$ cat config.mk
export PLATFORM = sky130hd
export DESIGN_NAME = balance_robot_cascade_pid_core
export DESIGN_NICKNAME = d
export VERILOG_FILES = /design/src/hw/rtl/brcp_pkg.sv /design/src/hw/rtl/brcp_sequencer.sv /design/src/hw/rtl/brcp_datapath.sv /design/src/hw/rtl/balance_robot_cascade_pid_core.sv
export SDC_FILE = /design/constraint.sdc
export NUM_CORES = 2
export LEC_CHECK = 0
export BUFFER_PORTS_ARGS = -buffer_cell sky130_fd_sc_hd__buf_4
export CAP_MARGIN = 20
export CELL_PAD_IN_SITES_DETAIL_PLACEMENT = 0
export CELL_PAD_IN_SITES_GLOBAL_PLACEMENT = 1
export CORE_MARGIN = 2
export CORE_UTILIZATION = 47
export CTS_BUF_LIST = sky130_fd_sc_hd__clkbuf_4
export DETAILED_ROUTE_END_ITERATION = 6
export PLACE_DENSITY_LB_ADDON = 0.1
export SETUP_SLACK_MARGIN = 0.3
export SYNTH_ARGS = -nofsm -noshare
export SYNTH_HDL_FRONTEND = slang
export SYNTH_SLANG_ARGS = --single-unit
$ cat constraint.sdc
create_clock -name clk_i -period 12.07 [get_ports clk_i]
set_input_delay 0.6035 -clock clk_i [delete_from_list [all_inputs] [get_ports clk_i]]
set_output_delay 0.6035 -clock clk_i [all_outputs]
set_load 0.03 [all_outputs]
$ cat src/hw/rtl/brcp_pkg.sv
// Shared types, constants and the microcode program of the cascaded PID core.
// Used by the sequencer, the datapath and the top level; depends on nothing.
package brcp_pkg;

  localparam int unsigned NumGains = 7;
  localparam int unsigned GainW    = 32;
  localparam int unsigned LimitW   = 31;
  localparam int unsigned RegIdxW  = 3;
  localparam int unsigned FieldW   = 32;
  localparam int unsigned FracW    = 16;
  localparam int unsigned ErrW     = 33;
  localparam int unsigned IntW     = 48;
  localparam int unsigned OpW      = 48;
  localparam int unsigned HalfW    = 16;
  localparam int unsigned ProdW    = 64;
  localparam int unsigned TermW    = 80;
  localparam int unsigned AccW     = 50;
  localparam int unsigned PerrW    = 40;
  localparam int unsigned NumSteps = 27;
  localparam int unsigned PcW      = 5;

  localparam logic signed [ErrW-1:0] SpeedBand = 33'sd65536;
  localparam logic signed [ErrW-1:0] YawBand   = 33'sd655360;

  typedef enum logic [RegIdxW-1:0] {
    REG_SPEED_KP       = 3'd0,
    REG_SPEED_KI       = 3'd1,
    REG_PITCH_KP       = 3'd2,
    REG_PITCH_KD       = 3'd3,
    REG_STEER_KP       = 3'd4,
    REG_STEER_KI       = 3'd5,
    REG_STEER_KD       = 3'd6,
    REG_INTEGRAL_LIMIT = 3'd7
  } reg_e;

  localparam logic [NumGains-1:0][GainW-1:0] GainReset = {
    32'd10737418, 32'd26844, 32'd268435, 32'd134217728,
    32'd13421773, 32'd13421773, 32'd80530637
  };
  localparam logic [LimitW-1:0] LimitReset = 31'd65536;

  typedef struct packed {
    logic signed [FieldW-1:0] yaw_rate;
    logic signed [FieldW-1:0] target_yaw;
    logic signed [FieldW-1:0] yaw_angle;
    logic signed [FieldW-1:0] pitch_rate;
    logic signed [FieldW-1:0] pitch_angle;
    logic signed [FieldW-1:0] right_wheel_speed;
    logic signed [FieldW-1:0] left_wheel_speed;
    logic signed [FieldW-1:0] target_speed;
  } in_t;

  typedef struct packed {
    logic [NumGains-1:0][GainW-1:0] gain;
    logic [LimitW-1:0]              limit;
  } cfg_t;

  typedef enum logic [2:0] {
    A_VERR  = 3'd0,
    A_YERR  = 3'd1,
    A_SINT  = 3'd2,
    A_YINT  = 3'd3,
    A_PERR  = 3'd4,
    A_PRATE = 3'd5,
    A_YRATE = 3'd6
  } a_sel_e;

  typedef enum logic {
    H_LO = 1'b0,
    H_HI = 1'b1
  } half_e;

  typedef enum logic [1:0] {
    T_NONE = 2'd0,
    T_LOAD = 2'd1,
    T_MAC  = 2'd2
  } t_op_e;

  typedef enum logic [2:0] {
    ACC_NONE = 3'd0,
    ACC_ZERO = 3'd1,
    ACC_ACC  = 3'd2,
    ACC_SINT = 3'd3,
    ACC_YINT = 3'd4
  } acc_op_e;

  typedef enum logic [1:0] {
    SH_12 = 2'd0,
    SH_28 = 2'd1,
    SH_44 = 2'd2
  } shift_e;

  typedef enum logic [2:0] {
    WB_NONE = 3'd0,
    WB_PREP = 3'd1,
    WB_SINT = 3'd2,
    WB_YINT = 3'd3,
    WB_PERR = 3'd4,
    WB_PWM  = 3'd5,
    WB_OUT  = 3'd6
  } wb_e;

  typedef enum logic [1:0] {
    J_NONE     = 2'd0,
    J_NO_SBAND = 2'd1,
    J_NO_YBAND = 2'd2,
    J_WAIT_OUT = 2'd3
  } jmp_e;

  typedef struct packed {
    a_sel_e         a_sel;
    reg_e           g_sel;
    half_e          half;
    t_op_e          t_op;
    acc_op_e        acc_op;
    shift_e         shift;
    wb_e            wb;
    jmp_e           jmp;
    logic [PcW-1:0] target;
  } ctrl_t;

  typedef struct packed {
    logic sband;
    logic yband;
  } status_t;

  localparam logic [PcW-1:0] StepPrep   = PcW'(0);
  localparam logic [PcW-1:0] StepSintWb = PcW'(5);
  localparam logic [PcW-1:0] StepYintWb = PcW'(9);
  localparam logic [PcW-1:0] StepOut    = PcW'(26);

  localparam ctrl_t CtrlNop =
    '{A_VERR, REG_SPEED_KP, H_LO, T_NONE, ACC_NONE, SH_12, WB_NONE, J_NONE, StepPrep};

  // Multiply, term build and accumulation overlap, linked by p_q and t_q.
  localparam ctrl_t Program [NumSteps] = '{
    '{A_VERR,  REG_SPEED_KP, H_LO, T_NONE, ACC_NONE, SH_12, WB_PREP, J_NONE,     StepPrep},
    '{A_VERR,  REG_SPEED_KI, H_HI, T_NONE, ACC_NONE, SH_12, WB_NONE, J_NO_SBAND, StepSintWb},
    '{A_VERR,  REG_SPEED_KI, H_LO, T_LOAD, ACC_NONE, SH_12, WB_NONE, J_NONE,     StepPrep},
    '{A_VERR,  REG_SPEED_KI, H_LO, T_MAC,  ACC_NONE, SH_12, WB_NONE, J_NONE,     StepPrep},
    '{A_VERR,  REG_SPEED_KI, H_LO, T_NONE, ACC_SINT, SH_12, WB_NONE, J_NONE,     StepPrep},
    '{A_YERR,  REG_STEER_KI, H_HI, T_NONE, ACC_NONE, SH_12, WB_SINT, J_NO_YBAND, StepYintWb},
    '{A_YERR,  REG_STEER_KI, H_LO, T_LOAD, ACC_NONE, SH_12, WB_NONE, J_NONE,     StepPrep},
    '{A_YERR,  REG_STEER_KI, H_LO, T_MAC,  ACC_NONE, SH_12, WB_NONE, J_NONE,     StepPrep},
    '{A_YERR,  REG_STEER_KI, H_LO, T_NONE, ACC_YINT, SH_12, WB_NONE, J_NONE,     StepPrep},
    '{A_VERR,  REG_SPEED_KP, H_HI, T_NONE, ACC_NONE, SH_12, WB_YINT, J_NONE,     StepPrep},
    '{A_VERR,  REG_SPEED_KP, H_LO, T_LOAD, ACC_NONE, SH_12, WB_NONE, J_NONE,     StepPrep},
    '{A_SINT,  REG_SPEED_KI, H_HI, T_MAC,  ACC_NONE, SH_12, WB_NONE, J_NONE,     StepPrep},
    '{A_SINT,  REG_SPEED_KI, H_LO, T_LOAD, ACC_ZERO, SH_28, WB_NONE, J_NONE,     StepPrep},
    '{A_PRATE, REG_PITCH_KD, H_HI, T_MAC,  ACC_NONE, SH_12, WB_NONE, J_NONE,     StepPrep},
    '{A_PRATE, REG_PITCH_KD, H_LO, T_LOAD, ACC_ACC,  SH_44, WB_NONE, J_NONE,     StepPrep},
    '{A_PRATE, REG_PITCH_KD, H_LO, T_MAC,  ACC_NONE, SH_12, WB_PERR, J_NONE,     StepPrep},
    '{A_PERR,  REG_PITCH_KP, H_HI, T_NONE, ACC_ZERO, SH_28, WB_NONE, J_NONE,     StepPrep},
    '{A_PERR,  REG_PITCH_KP, H_LO, T_LOAD, ACC_NONE, SH_12, WB_NONE, J_NONE,     StepPrep},
    '{A_YERR,  REG_STEER_KP, H_HI, T_MAC,  ACC_NONE, SH_12, WB_NONE, J_NONE,     StepPrep},
    '{A_YERR,  REG_STEER_KP, H_LO, T_LOAD, ACC_ACC,  SH_28, WB_NONE, J_NONE,     StepPrep},
    '{A_YINT,  REG_STEER_KI, H_HI, T_MAC,  ACC_NONE, SH_12, WB_PWM,  J_NONE,     StepPrep},
    '{A_YINT,  REG_STEER_KI, H_LO, T_LOAD, ACC_ZERO, SH_28, WB_NONE, J_NONE,     StepPrep},
    '{A_YRATE, REG_STEER_KD, H_HI, T_MAC,  ACC_NONE, SH_12, WB_NONE, J_NONE,     StepPrep},
    '{A_YRATE, REG_STEER_KD, H_LO, T_LOAD, ACC_ACC,  SH_44, WB_NONE, J_NONE,     StepPrep},
    '{A_YRATE, REG_STEER_KD, H_LO, T_MAC,  ACC_NONE, SH_12, WB_NONE, J_NONE,     StepPrep},
    '{A_YRATE, REG_STEER_KD, H_LO, T_NONE, ACC_ACC,  SH_28, WB_NONE, J_NONE,     StepPrep},
    '{A_YRATE, REG_STEER_KD, H_LO, T_NONE, ACC_NONE, SH_12, WB_OUT,  J_WAIT_OUT, StepOut}
  };

endpackage

$ cat src/hw/rtl/brcp_sequencer.sv
// Microcode sequencer: step counter, program table lookup and conditional jumps.
// Depends on brcp_pkg for the control word, status flags and the program.
module brcp_sequencer (
  input  logic              clk_i,
  input  logic              rst_ni,
  input  logic              start_i,
  input  brcp_pkg::status_t status_i,
  input  logic              out_full_i,
  output logic              busy_o,
  output brcp_pkg::ctrl_t   ctrl_o
);

  logic                     busy_q, busy_d;
  logic [brcp_pkg::PcW-1:0] pc_q, pc_d;
  brcp_pkg::ctrl_t          cw;
  logic                     stall;
  logic                     taken;

  assign cw    = brcp_pkg::Program[pc_q];
  assign stall = (cw.jmp == brcp_pkg::J_WAIT_OUT) && out_full_i;

  always_comb begin
    case (cw.jmp)
      brcp_pkg::J_NO_SBAND: taken = !status_i.sband;
      brcp_pkg::J_NO_YBAND: taken = !status_i.yband;
      brcp_pkg::J_WAIT_OUT: taken = stall;
      default:              taken = 1'b0;
    endcase
  end

  always_comb begin
    busy_d = busy_q;
    pc_d   = pc_q;
    if (start_i) begin
      busy_d = 1'b1;
      pc_d   = brcp_pkg::StepPrep;
    end else if (busy_q) begin
      if (taken) begin
        pc_d = cw.target;
      end else if (cw.jmp == brcp_pkg::J_WAIT_OUT) begin
        busy_d = 1'b0;
        pc_d   = brcp_pkg::StepPrep;
      end else begin
        pc_d = pc_q + brcp_pkg::PcW'(1);
      end
    end
  end

  always_ff @(posedge clk_i or negedge rst_ni) begin
    if (!rst_ni) begin
      busy_q <= 1'b0;
      pc_q   <= brcp_pkg::StepPrep;
    end else begin
      busy_q <= busy_d;
      pc_q   <= pc_d;
    end
  end

  assign busy_o = busy_q;
  assign ctrl_o = (busy_q && !stall) ? cw : brcp_pkg::CtrlNop;

`ifndef ASSERT_OFF
  a_pc_in_program: assert property (@(posedge clk_i) disable iff (!rst_ni)
    pc_q < brcp_pkg::PcW'(brcp_pkg::NumSteps))
    else $error("Step counter has left the program.");

  a_idle_at_start: assert property (@(posedge clk_i) disable iff (!rst_ni)
    !busy_q |-> (pc_q == brcp_pkg::StepPrep))
    else $error("Idle sequencer is not parked on the first step.");
`endif

endmodule

$ cat src/hw/rtl/brcp_datapath.sv
// Datapath of the cascaded PID core: shared multiplier, term and sum registers,
// integrators with band, clamp and clearing, and torque saturation. Uses brcp_pkg.
module brcp_datapath (
  input  logic                                   clk_i,
  input  logic                                   rst_ni,
  input  logic                                   in_load_i,
  input  brcp_pkg::in_t                          in_i,
  input  brcp_pkg::cfg_t                         cfg_i,
  input  brcp_pkg::ctrl_t                        ctrl_i,
  output brcp_pkg::status_t                      status_o,
  output logic signed [brcp_pkg::FieldW-1:0]     left_o,
  output logic signed [brcp_pkg::FieldW-1:0]     right_o
);

  localparam int unsigned AccW = brcp_pkg::AccW;
  localparam int unsigned IntW = brcp_pkg::IntW;
  localparam int unsigned ErrW = brcp_pkg::ErrW;
  localparam int unsigned FieldW = brcp_pkg::FieldW;
  localparam logic signed [AccW:0] SatHi = $signed((AccW+1)'(32'h7fff_ffff));
  localparam logic signed [AccW:0] SatLo = -SatHi - (AccW+1)'(1);

  brcp_pkg::in_t                          in_q;
  logic signed [ErrW-1:0]                 verr_q, verr_d, yerr_q, yerr_d;
  logic signed [IntW-1:0]                 sint_q, sint_d, yint_q, yint_d;
  logic signed [brcp_pkg::PerrW-1:0]      perr_q, perr_d;
  logic signed [AccW-1:0]                 pwm_q, pwm_d, acc_q, acc_d;
  logic signed [brcp_pkg::ProdW-1:0]      p_q, prod;
  logic signed [brcp_pkg::TermW-1:0]      t_q, t_d, t_sh;
  logic signed [brcp_pkg::OpW-1:0]        op_a;
  logic [brcp_pkg::GainW-1:0]             gain;
  logic [brcp_pkg::HalfW-1:0]             half;
  logic signed [AccW-1:0]                 acc_add, lim;
  logic signed [ErrW-1:0]                 wheel_sum;
  logic signed [FieldW-1:0]               wheel_avg;
  logic signed [AccW:0]                   sum_l, sum_r;

  function automatic logic signed [IntW-1:0] clamp_int(input logic signed [AccW-1:0] v,
                                                       input logic signed [AccW-1:0] l);
    logic signed [AccW-1:0] nl;
    nl = -l;
    if (v > l) begin
      return l[IntW-1:0];
    end else if (v < nl) begin
      return nl[IntW-1:0];
    end
    return v[IntW-1:0];
  endfunction

  function automatic logic signed [FieldW-1:0] sat_word(input logic signed [AccW:0] v);
    if (v > SatHi) begin
      return SatHi[FieldW-1:0];
    end else if (v < SatLo) begin
      return SatLo[FieldW-1:0];
    end
    return v[FieldW-1:0];
  endfunction

  assign status_o.sband = (verr_q > -brcp_pkg::SpeedBand) && (verr_q < brcp_pkg::SpeedBand);
  assign status_o.yband = (yerr_q > -brcp_pkg::YawBand) && (yerr_q < brcp_pkg::YawBand);

  assign lim = $signed({{(AccW - brcp_pkg::LimitW - brcp_pkg::FracW){1'b0}},
                        cfg_i.limit, {brcp_pkg::FracW{1'b0}}});

  always_comb begin
    case (ctrl_i.a_sel)
      brcp_pkg::A_VERR:  op_a = brcp_pkg::OpW'(verr_q);
      brcp_pkg::A_YERR:  op_a = brcp_pkg::OpW'(yerr_q);
      brcp_pkg::A_SINT:  op_a = brcp_pkg::OpW'(sint_q);
      brcp_pkg::A_YINT:  op_a = brcp_pkg::OpW'(yint_q);
      brcp_pkg::A_PERR:  op_a = brcp_pkg::OpW'(perr_q);
      brcp_pkg::A_PRATE: op_a = brcp_pkg::OpW'($signed(in_q.pitch_rate));
      brcp_pkg::A_YRATE: op_a = brcp_pkg::OpW'($signed(in_q.yaw_rate));
      default:           op_a = '0;
    endcase
  end

  assign gain = cfg_i.gain[ctrl_i.g_sel];
  assign half = (ctrl_i.half == brcp_pkg::H_HI) ? gain[brcp_pkg::GainW-1:brcp_pkg::HalfW]
                                                : gain[brcp_pkg::HalfW-1:0];
  assign prod = op_a * $signed({1'b0, half});

  always_comb begin
    case (ctrl_i.t_op)
      brcp_pkg::T_LOAD: t_d = brcp_pkg::TermW'(p_q);
      brcp_pkg::T_MAC:  t_d = (t_q <<< brcp_pkg::HalfW) + brcp_pkg::TermW'(p_q);
      default:          t_d = t_q;
    endcase
  end

  always_comb begin
    case (ctrl_i.shift)
      brcp_pkg::SH_28: t_sh = t_q >>> 28;
      brcp_pkg::SH_44: t_sh = t_q >>> 44;
      default:         t_sh = t_q >>> 12;
    endcase
  end
  assign acc_add = $signed(t_sh[AccW-1:0]);

  always_comb begin
    case (ctrl_i.acc_op)
      brcp_pkg::ACC_ZERO: acc_d = acc_add;
      brcp_pkg::ACC_ACC:  acc_d = acc_q + acc_add;
      brcp_pkg::ACC_SINT: acc_d = AccW'(sint_q) + acc_add;
      brcp_pkg::ACC_YINT: acc_d = AccW'(yint_q) + acc_add;
      default:            acc_d = acc_q;
    endcase
  end

  assign wheel_sum = ErrW'($signed(in_q.left_wheel_speed))
                   + ErrW'($signed(in_q.right_wheel_speed));
  assign wheel_avg = wheel_sum[ErrW-1:1];

  always_comb begin
    verr_d = verr_q;
    yerr_d = yerr_q;
    sint_d = sint_q;
    yint_d = yint_q;
    perr_d = perr_q;
    pwm_d  = pwm_q;
    case (ctrl_i.wb)
      brcp_pkg::WB_PREP: begin
        verr_d = ErrW'($signed(in_q.target_speed)) - ErrW'(wheel_avg);
        yerr_d = ErrW'($signed(in_q.yaw_angle)) - ErrW'($signed(in_q.target_yaw));
        if (in_q.target_speed == '0) begin
          sint_d = '0;
        end
        if (in_q.target_yaw == '0) begin
          yint_d = '0;
        end
      end
      brcp_pkg::WB_SINT: sint_d = status_o.sband ? clamp_int(acc_q, lim) : '0;
      brcp_pkg::WB_YINT: yint_d = status_o.yband ? clamp_int(acc_q, lim) : '0;
      brcp_pkg::WB_PERR: begin
        perr_d = brcp_pkg::PerrW'($signed(in_q.pitch_angle))
               - $signed(acc_q[brcp_pkg::PerrW-1:0]);
      end
      brcp_pkg::WB_PWM:  pwm_d = acc_q;
      default: ;
    endcase
  end

  always_ff @(posedge clk_i or negedge rst_ni) begin
    if (!rst_ni) begin
      sint_q <= '0;
      yint_q <= '0;
    end else begin
      sint_q <= sint_d;
      yint_q <= yint_d;
    end
  end

  always_ff @(posedge clk_i) begin
    if (in_load_i) begin
      in_q <= in_i;
    end
    verr_q <= verr_d;
    yerr_q <= yerr_d;
    perr_q <= perr_d;
    pwm_q  <= pwm_d;
    acc_q  <= acc_d;
    p_q    <= prod;
    t_q    <= t_d;
  end

  assign sum_l   = (AccW+1)'(pwm_q) + (AccW+1)'(acc_q);
  assign sum_r   = (AccW+1)'(pwm_q) - (AccW+1)'(acc_q);
  assign left_o  = sat_word(sum_l);
  assign right_o = sat_word(sum_r);

endmodule

$ cat src/hw/rtl/balance_robot_cascade_pid_core.sv
// Cascaded PID balancing controller core: configuration registers, stream
// handshakes and output register around the sequencer and the datapath.
// Depends on brcp_pkg, brcp_sequencer and brcp_datapath.
//
// Use: each input transaction on the s_axis channel carries eight Q16.16 fields
// (speed and yaw targets, wheel speeds, pitch, yaw and their rates). Each one
// yields one output transaction on m_axis with the left and right wheel torque.
// The user must write gains and the integrator limit through the cfg port only while
// the core is idle (not enforced); they take effect on the next input transaction.
// Timing: the input is taken when s_axis_tready_o is high, then a 27-step microcode
// program runs on one shared 48 x 17 bit multiplier (a pass with the high and a pass
// with the low gain half per gain product). Integrator steps are skipped for an error
// outside its band, so the program runs shorter for such an error; a new item is
// accepted only once the program for the previous one has ended.
// Stalls: a finished result waits in the output register; a new item is accepted
// and worked on meanwhile, and the program halts on its last step until the
// previous result has been taken.
// Reset: asynchronous, active low; gains and limit return to their defaults,
// both integrators are cleared and no output is pending.
module balance_robot_cascade_pid_core (
  input  logic                                   clk_i,
  input  logic                                   rst_ni,
  input  logic                                   s_axis_tvalid_i,
  output logic                                   s_axis_tready_o,
  // target_speed, left_wheel_speed, right_wheel_speed, pitch_angle,
  // pitch_rate, yaw_angle, target_yaw, yaw_rate (32 bits each, lowest first)
  input  logic [$bits(brcp_pkg::in_t)-1:0]       s_axis_tdata_i,
  output logic                                   m_axis_tvalid_o,
  input  logic                                   m_axis_tready_i,
  // left_torque, right_torque (32 bits each, lowest first)
  output logic [2*brcp_pkg::FieldW-1:0]          m_axis_tdata_o,
  input  logic                                   cfg_we_i,
  input  logic [brcp_pkg::RegIdxW-1:0]           cfg_idx_i,
  input  logic [brcp_pkg::GainW-1:0]             cfg_data_i
);

  localparam int unsigned FieldW = brcp_pkg::FieldW;

  brcp_pkg::cfg_t    cfg_q;
  brcp_pkg::in_t     in_fields;
  brcp_pkg::ctrl_t   ctrl;
  brcp_pkg::status_t status;
  logic              busy;
  logic              in_accept;
  logic              out_load;
  logic              out_valid_q;
  logic [2*FieldW-1:0] out_data_q;
  logic signed [FieldW-1:0] left_torque, right_torque;

  assign s_axis_tready_o = !busy;
  assign in_accept       = s_axis_tvalid_i && s_axis_tready_o;
  assign out_load        = (ctrl.wb == brcp_pkg::WB_OUT);

  assign in_fields.target_speed      = s_axis_tdata_i[0*FieldW +: FieldW];
  assign in_fields.left_wheel_speed  = s_axis_tdata_i[1*FieldW +: FieldW];
  assign in_fields.right_wheel_speed = s_axis_tdata_i[2*FieldW +: FieldW];
  assign in_fields.pitch_angle       = s_axis_tdata_i[3*FieldW +: FieldW];
  assign in_fields.pitch_rate        = s_axis_tdata_i[4*FieldW +: FieldW];
  assign in_fields.yaw_angle         = s_axis_tdata_i[5*FieldW +: FieldW];
  assign in_fields.target_yaw        = s_axis_tdata_i[6*FieldW +: FieldW];
  assign in_fields.yaw_rate          = s_axis_tdata_i[7*FieldW +: FieldW];

  always_ff @(posedge clk_i or negedge rst_ni) begin
    if (!rst_ni) begin
      cfg_q.gain  <= brcp_pkg::GainReset;
      cfg_q.limit <= brcp_pkg::LimitReset;
    end else if (cfg_we_i) begin
      if (cfg_idx_i == brcp_pkg::REG_INTEGRAL_LIMIT) begin
        cfg_q.limit <= cfg_data_i[brcp_pkg::LimitW-1:0];
      end else begin
        cfg_q.gain[cfg_idx_i] <= cfg_data_i;
      end
    end
  end

  brcp_sequencer u_sequencer (
    .clk_i      (clk_i),
    .rst_ni     (rst_ni),
    .start_i    (in_accept),
    .status_i   (status),
    .out_full_i (out_valid_q && !m_axis_tready_i),
    .busy_o     (busy),
    .ctrl_o     (ctrl)
  );

  brcp_datapath u_datapath (
    .clk_i     (clk_i),
    .rst_ni    (rst_ni),
    .in_load_i (in_accept),
    .in_i      (in_fields),
    .cfg_i     (cfg_q),
    .ctrl_i    (ctrl),
    .status_o  (status),
    .left_o    (left_torque),
    .right_o   (right_torque)
  );

  always_ff @(posedge clk_i or negedge rst_ni) begin
    if (!rst_ni) begin
      out_valid_q <= 1'b0;
    end else if (out_load) begin
      out_valid_q <= 1'b1;
    end else if (m_axis_tready_i) begin
      out_valid_q <= 1'b0;
    end
  end

  always_ff @(posedge clk_i) begin
    if (out_load) begin
      out_data_q <= {right_torque, left_torque};
    end
  end

  assign m_axis_tvalid_o = out_valid_q;
  assign m_axis_tdata_o  = out_data_q;

`ifndef ASSERT_OFF
  a_no_overwrite: assert property (@(posedge clk_i) disable iff (!rst_ni)
    out_load |-> (!out_valid_q || m_axis_tready_i))
    else $error("Pending result overwritten before its transaction.");

  a_busy_after_accept: assert property (@(posedge clk_i) disable iff (!rst_ni)
    in_accept |=> !s_axis_tready_o)
    else $error("Core ready again straight after accepting an item.");

  a_load_while_busy: assert property (@(posedge clk_i) disable iff (!rst_ni)
    out_load |-> !s_axis_tready_o)
    else $error("Result loaded while no item is being worked on.");
`endif

endmodule

==> impl_results.rst <==
.. list-table::
   :header-rows: 1

   * - Metric
     - Value
   * - Floorplan die width
     - 433 µm
   * - Most frequent standard cell in the layout excluding fill and tap cells
     - inv_1
   * - Largest clock skew in the final design
     - 0.133 ns
   * - Number of violations reported at the end of detailed-routing iteration 0
     - 6369
   * - Number of nets still failing antenna checks after routing
     - 0
   * - Worst-path cell with the longest stage delay
     - a211oi_1
   * - RSZ-0062 raised after global routing
     - no
   * - Actual slew at the worst max-slew pin
     - 1.19 ns
   * - Flip-flop and latch count after synthesis
     - 1028
   * - Number of standard cells after synthesis
     - 8766
   * - Placed cell count
     - 11400
   * - Max transition margin
     - 19.6%
   * - Total number of H-tree levels
     - 5
   * - Final wirelength
     - 321 mm
   * - Effective utilization at floorplan
     - 47.2%
   * - Number of enable-type register cells in the synthesized netlist
     - 606
   * - Port bufs
     - 361
   * - Clock-pin transition on the worst setup and hold timing paths
     - 0.07 ns
   * - Setup Fix Bufs, Post-CTS
     - 0
   * - Synthesized area divided by synthesized cell count
     - 9.85 µm²
   * - Worst Hold Launch
     - s_axis_tdata_i[125]
   * - Number of antenna violations at the first check in global routing
     - 12
   * - WL/cell
     - 25.7 µm
   * - Launching element of the worst setup path
     - u_sequencer.pc_q[0]$_DFFE_PN0P_
   * - Number of stages on the worst hold path
     - 2
   * - Maximum number of pins on one net before global-route repair
     - 174
   * - Peak fanout along the critical path
     - 16
   * - Core Box Area
     - 183000 µm²
   * - Count of boundary I/O pins
     - 362
   * - Launching point of the worst reg2reg path
     - u_sequencer.pc_q[0]$_DFFE_PN0P_
   * - Final-report max-slew violation count
     - 0
   * - Critical path endpoint category
     - register
   * - Site row count
     - 157
   * - Number of max-cap violations
     - 0
   * - Setup Crit Path Kind
     - reg -> reg
   * - Slowest Stage Delay on Critical Path
     - 0.72 ns
   * - Wire length of the first global-routing pass
     - 480 mm
   * - Post-Route Hold Slack
     - 0.123 ns
   * - Busiest metal layer after global routing
     - met2
   * - Number of sinks on the clock net
     - 1028
   * - Routability cong.
     - 0.974
   * - Number of warning messages in the yosys log
     - 0
   * - Master cell of the clock root buffer
     - clkbuf_4
   * - Worst hold-check path type
     - in -> reg
   * - Layout Nets
     - 11400
   * - Detailed placer's ending HPWL
     - 245 mm
   * - Global routing met3 resource utilization
     - 5.68%
   * - Share of async-settable or async-resettable flops after synthesis
     - 34.8%
   * - Number of CTS-inserted buffers
     - 306
   * - Clock tree from TritonCTS
     - yes
   * - Die Y
     - 433 µm
   * - CP required
     - 13.27 ns
   * - Cell repeated most along the worst path
     - fa_1
   * - Critical path data arrival time
     - 12.50 ns
   * - Total vias in the final route
     - 72500
   * - Overall track demand over capacity in global routing
     - 34.5%
   * - Longest Clk Path Bufs
     - 4
   * - Shortest clock period the worst path allows after layout
     - 11.31 ns
   * - Fmax achieved
     - 88.5 MHz
   * - Number of vias per cell after detailed routing
     - 5.79
   * - Number of library cell types mapped by synthesis
     - 103
   * - Total negative setup slack
     - 0 ns
   * - Post-detailed-route DRC marker count
     - 0
   * - Worst skew pair latency
     - 1.37 ns
   * - Via count of the first global-routing pass
     - 74700
   * - M1 GR Usage
     - 45.0%
   * - Net count after synthesis
     - 10300
   * - Die outline area
     - 187000 µm²
   * - Post-synth top flop
     - edfxtp_1
   * - Filler-free cell count of the finished design
     - 12500
   * - Status
     - complete, no violations
   * - Total iterations of the first detailed-routing run
     - 6
   * - Sequential-to-total area share from yosys stat
     - 33.0%
   * - Commonest non-fill, non-tap cells in the layout
     - inv_1 (1025), nand2_1 (1013), fa_1 (716)
   * - GR met2 Demand/Resource
     - 54.7%
   * - Final setup vio count
     - 0
   * - Relative area change from synthesis to final layout
     - 18.3%
   * - Post-synthesis cell area
     - 86400 µm²
   * - Final period utilization
     - 93.7%
   * - GR Overflow Total
     - 0
   * - Worst reg2reg path depth
     - 31
   * - Critical path startpoint category
     - register
   * - Fraction of final layout cells with drive strength greater than 1
     - 15.9%
   * - Final Hold Vio Count
     - 0
==> metrics by stage <==
step	worst slack, ns	cell area, µm²	util [%]
floorplan	2.69	86400	-
detailed placement	0.956	92800	50.8
finish	0.764	102000	55.9
global route	0.328	102000	55.9
CTS	0.882	102000	55.9
global placement	1.04	92800	50.8
==> path summary, 6_finish.rpt <==
kind | endpoint | slack [ns]
setup / recovery | u_datapath.p_q[63]$_DFF_P_ | 0.76
hold / removal | u_datapath.in_q[125]$_DFFE_PP_ | 0.12
setup reg to reg | u_datapath.p_q[63]$_DFF_P_ | 0.76
hold reg to reg | u_datapath.t_q[0]$_DFFE_PP_ | 0.40
max in group asynchronous | cfg_q[25]$_DFFE_PN0P_ | 10.46
min in group asynchronous | cfg_q[159]$_DFFE_PN1P_ | 0.48
==> synthesized netlist by cell type, types with 39 or more instances <==
cell      number  area, µm²
clkbuf_1     341       1280
ha_1         570       7130
and2_1        74        463
edfxtp_1     606      18200
a21oi_1      503       2520
dfstp_2       69       1810
nor2_1       578       2170
dfxtp_1       64       1280
nor4_1        62        388
nor3_1        99        495
a22o_1        80        701
nand2b_1      65        407
dfrtp_1      289       7230
nand4_1       69        432
o31ai_1       45        338
o21bai_1      67        503
mux2_2       334       3760
a221o_1       39        390
nand3_1      116        581
a21o_1       228       1710
xnor2_1      299       2620
a221oi_1      47        412
and3_1        50        313
a22oi_1      154       1160
nand2_1     1015       3810
fa_1         716      14300
nor2b_1       57        357
inv_1       1026       3850
xor2_1        99        867
a211oi_1      74        556
o21a_1        57        428
o21ai_1       53        265
o21ai_0      321       1610
==> critical path, delay by kind of cell (launching register included) <==
family	cells	cell delay (ns)
compound gates	14	5.00
xor+xnor	1	0.13
fa+ha+maj	8	3.56
buf+inv	4	0.91
flops	1	0.49
simple gates	4	1.05
==> timing repair <==
item                       in CTS  in global routing
resized for setup               0                  1
setup endpoints to repair       0                  3
hold buffers                  555                  0
hold endpoints to repair      643                  0
==> kinds of logic (layout without fill, tap and decap cells) <==
family | Yosys count | in the layout | share of synthesized area (%)
simple gates | 2295 | 2295 | 11.9
compound gates | 1945 | 1945 | 15.0
buf+inv | 1445 | 2731 | 6.46
fa+ha+maj | 1286 | 1286 | 24.8
flops | 1028 | 1028 | 33.0
xor+xnor | 398 | 398 | 4.04
mux | 369 | 369 | 4.76
other cells | 0 | 6 | 0
==> state kept, by name (all words and copies together), names as in the netlist <==
| register | cells |
|---|---|
| u_datapath.in_q | 256 |
| cfg_q | 255 |
| u_datapath.t_q | 80 |
| m_axis_tdata_o | 64 |
| u_datapath.p_q | 64 |
| u_datapath.acc_q | 50 |
| u_datapath.pwm_q | 50 |
| u_datapath.sint_q | 48 |
| u_datapath.yint_q | 48 |
| u_datapath.perr_q | 40 |
| u_datapath.verr_q | 33 |
| u_datapath.yerr_q | 33 |
| u_sequencer.pc_q | 5 |
| m_axis_tvalid_o | 1 |
| u_sequencer.busy_o | 1 |
==> per-layer routing <==
layer,vias up,part of all wire (%)
met2,3012,46
met3,688,7.0
li1,32600,-
met1,36200,41
met4,6,6.1
met5,-,0.012
==> area by class of cell <==
class                           instances  area, µm²
Clock buffer                          446       3350
Tap cell                             2464       3080
Fill cell                           16100      80700
Inverter                             1039       3900
Clock inverter                         80        379
Antenna cell                            6       15.0
Timing Repair Buffer                 1166      10300
Sequential cell                      1028      28500
Multi-Input combinational cell       6293      52600
Power is not shown: default switching activity piles up to over one toggle a cycle in this logic, so the estimate is an artifact.
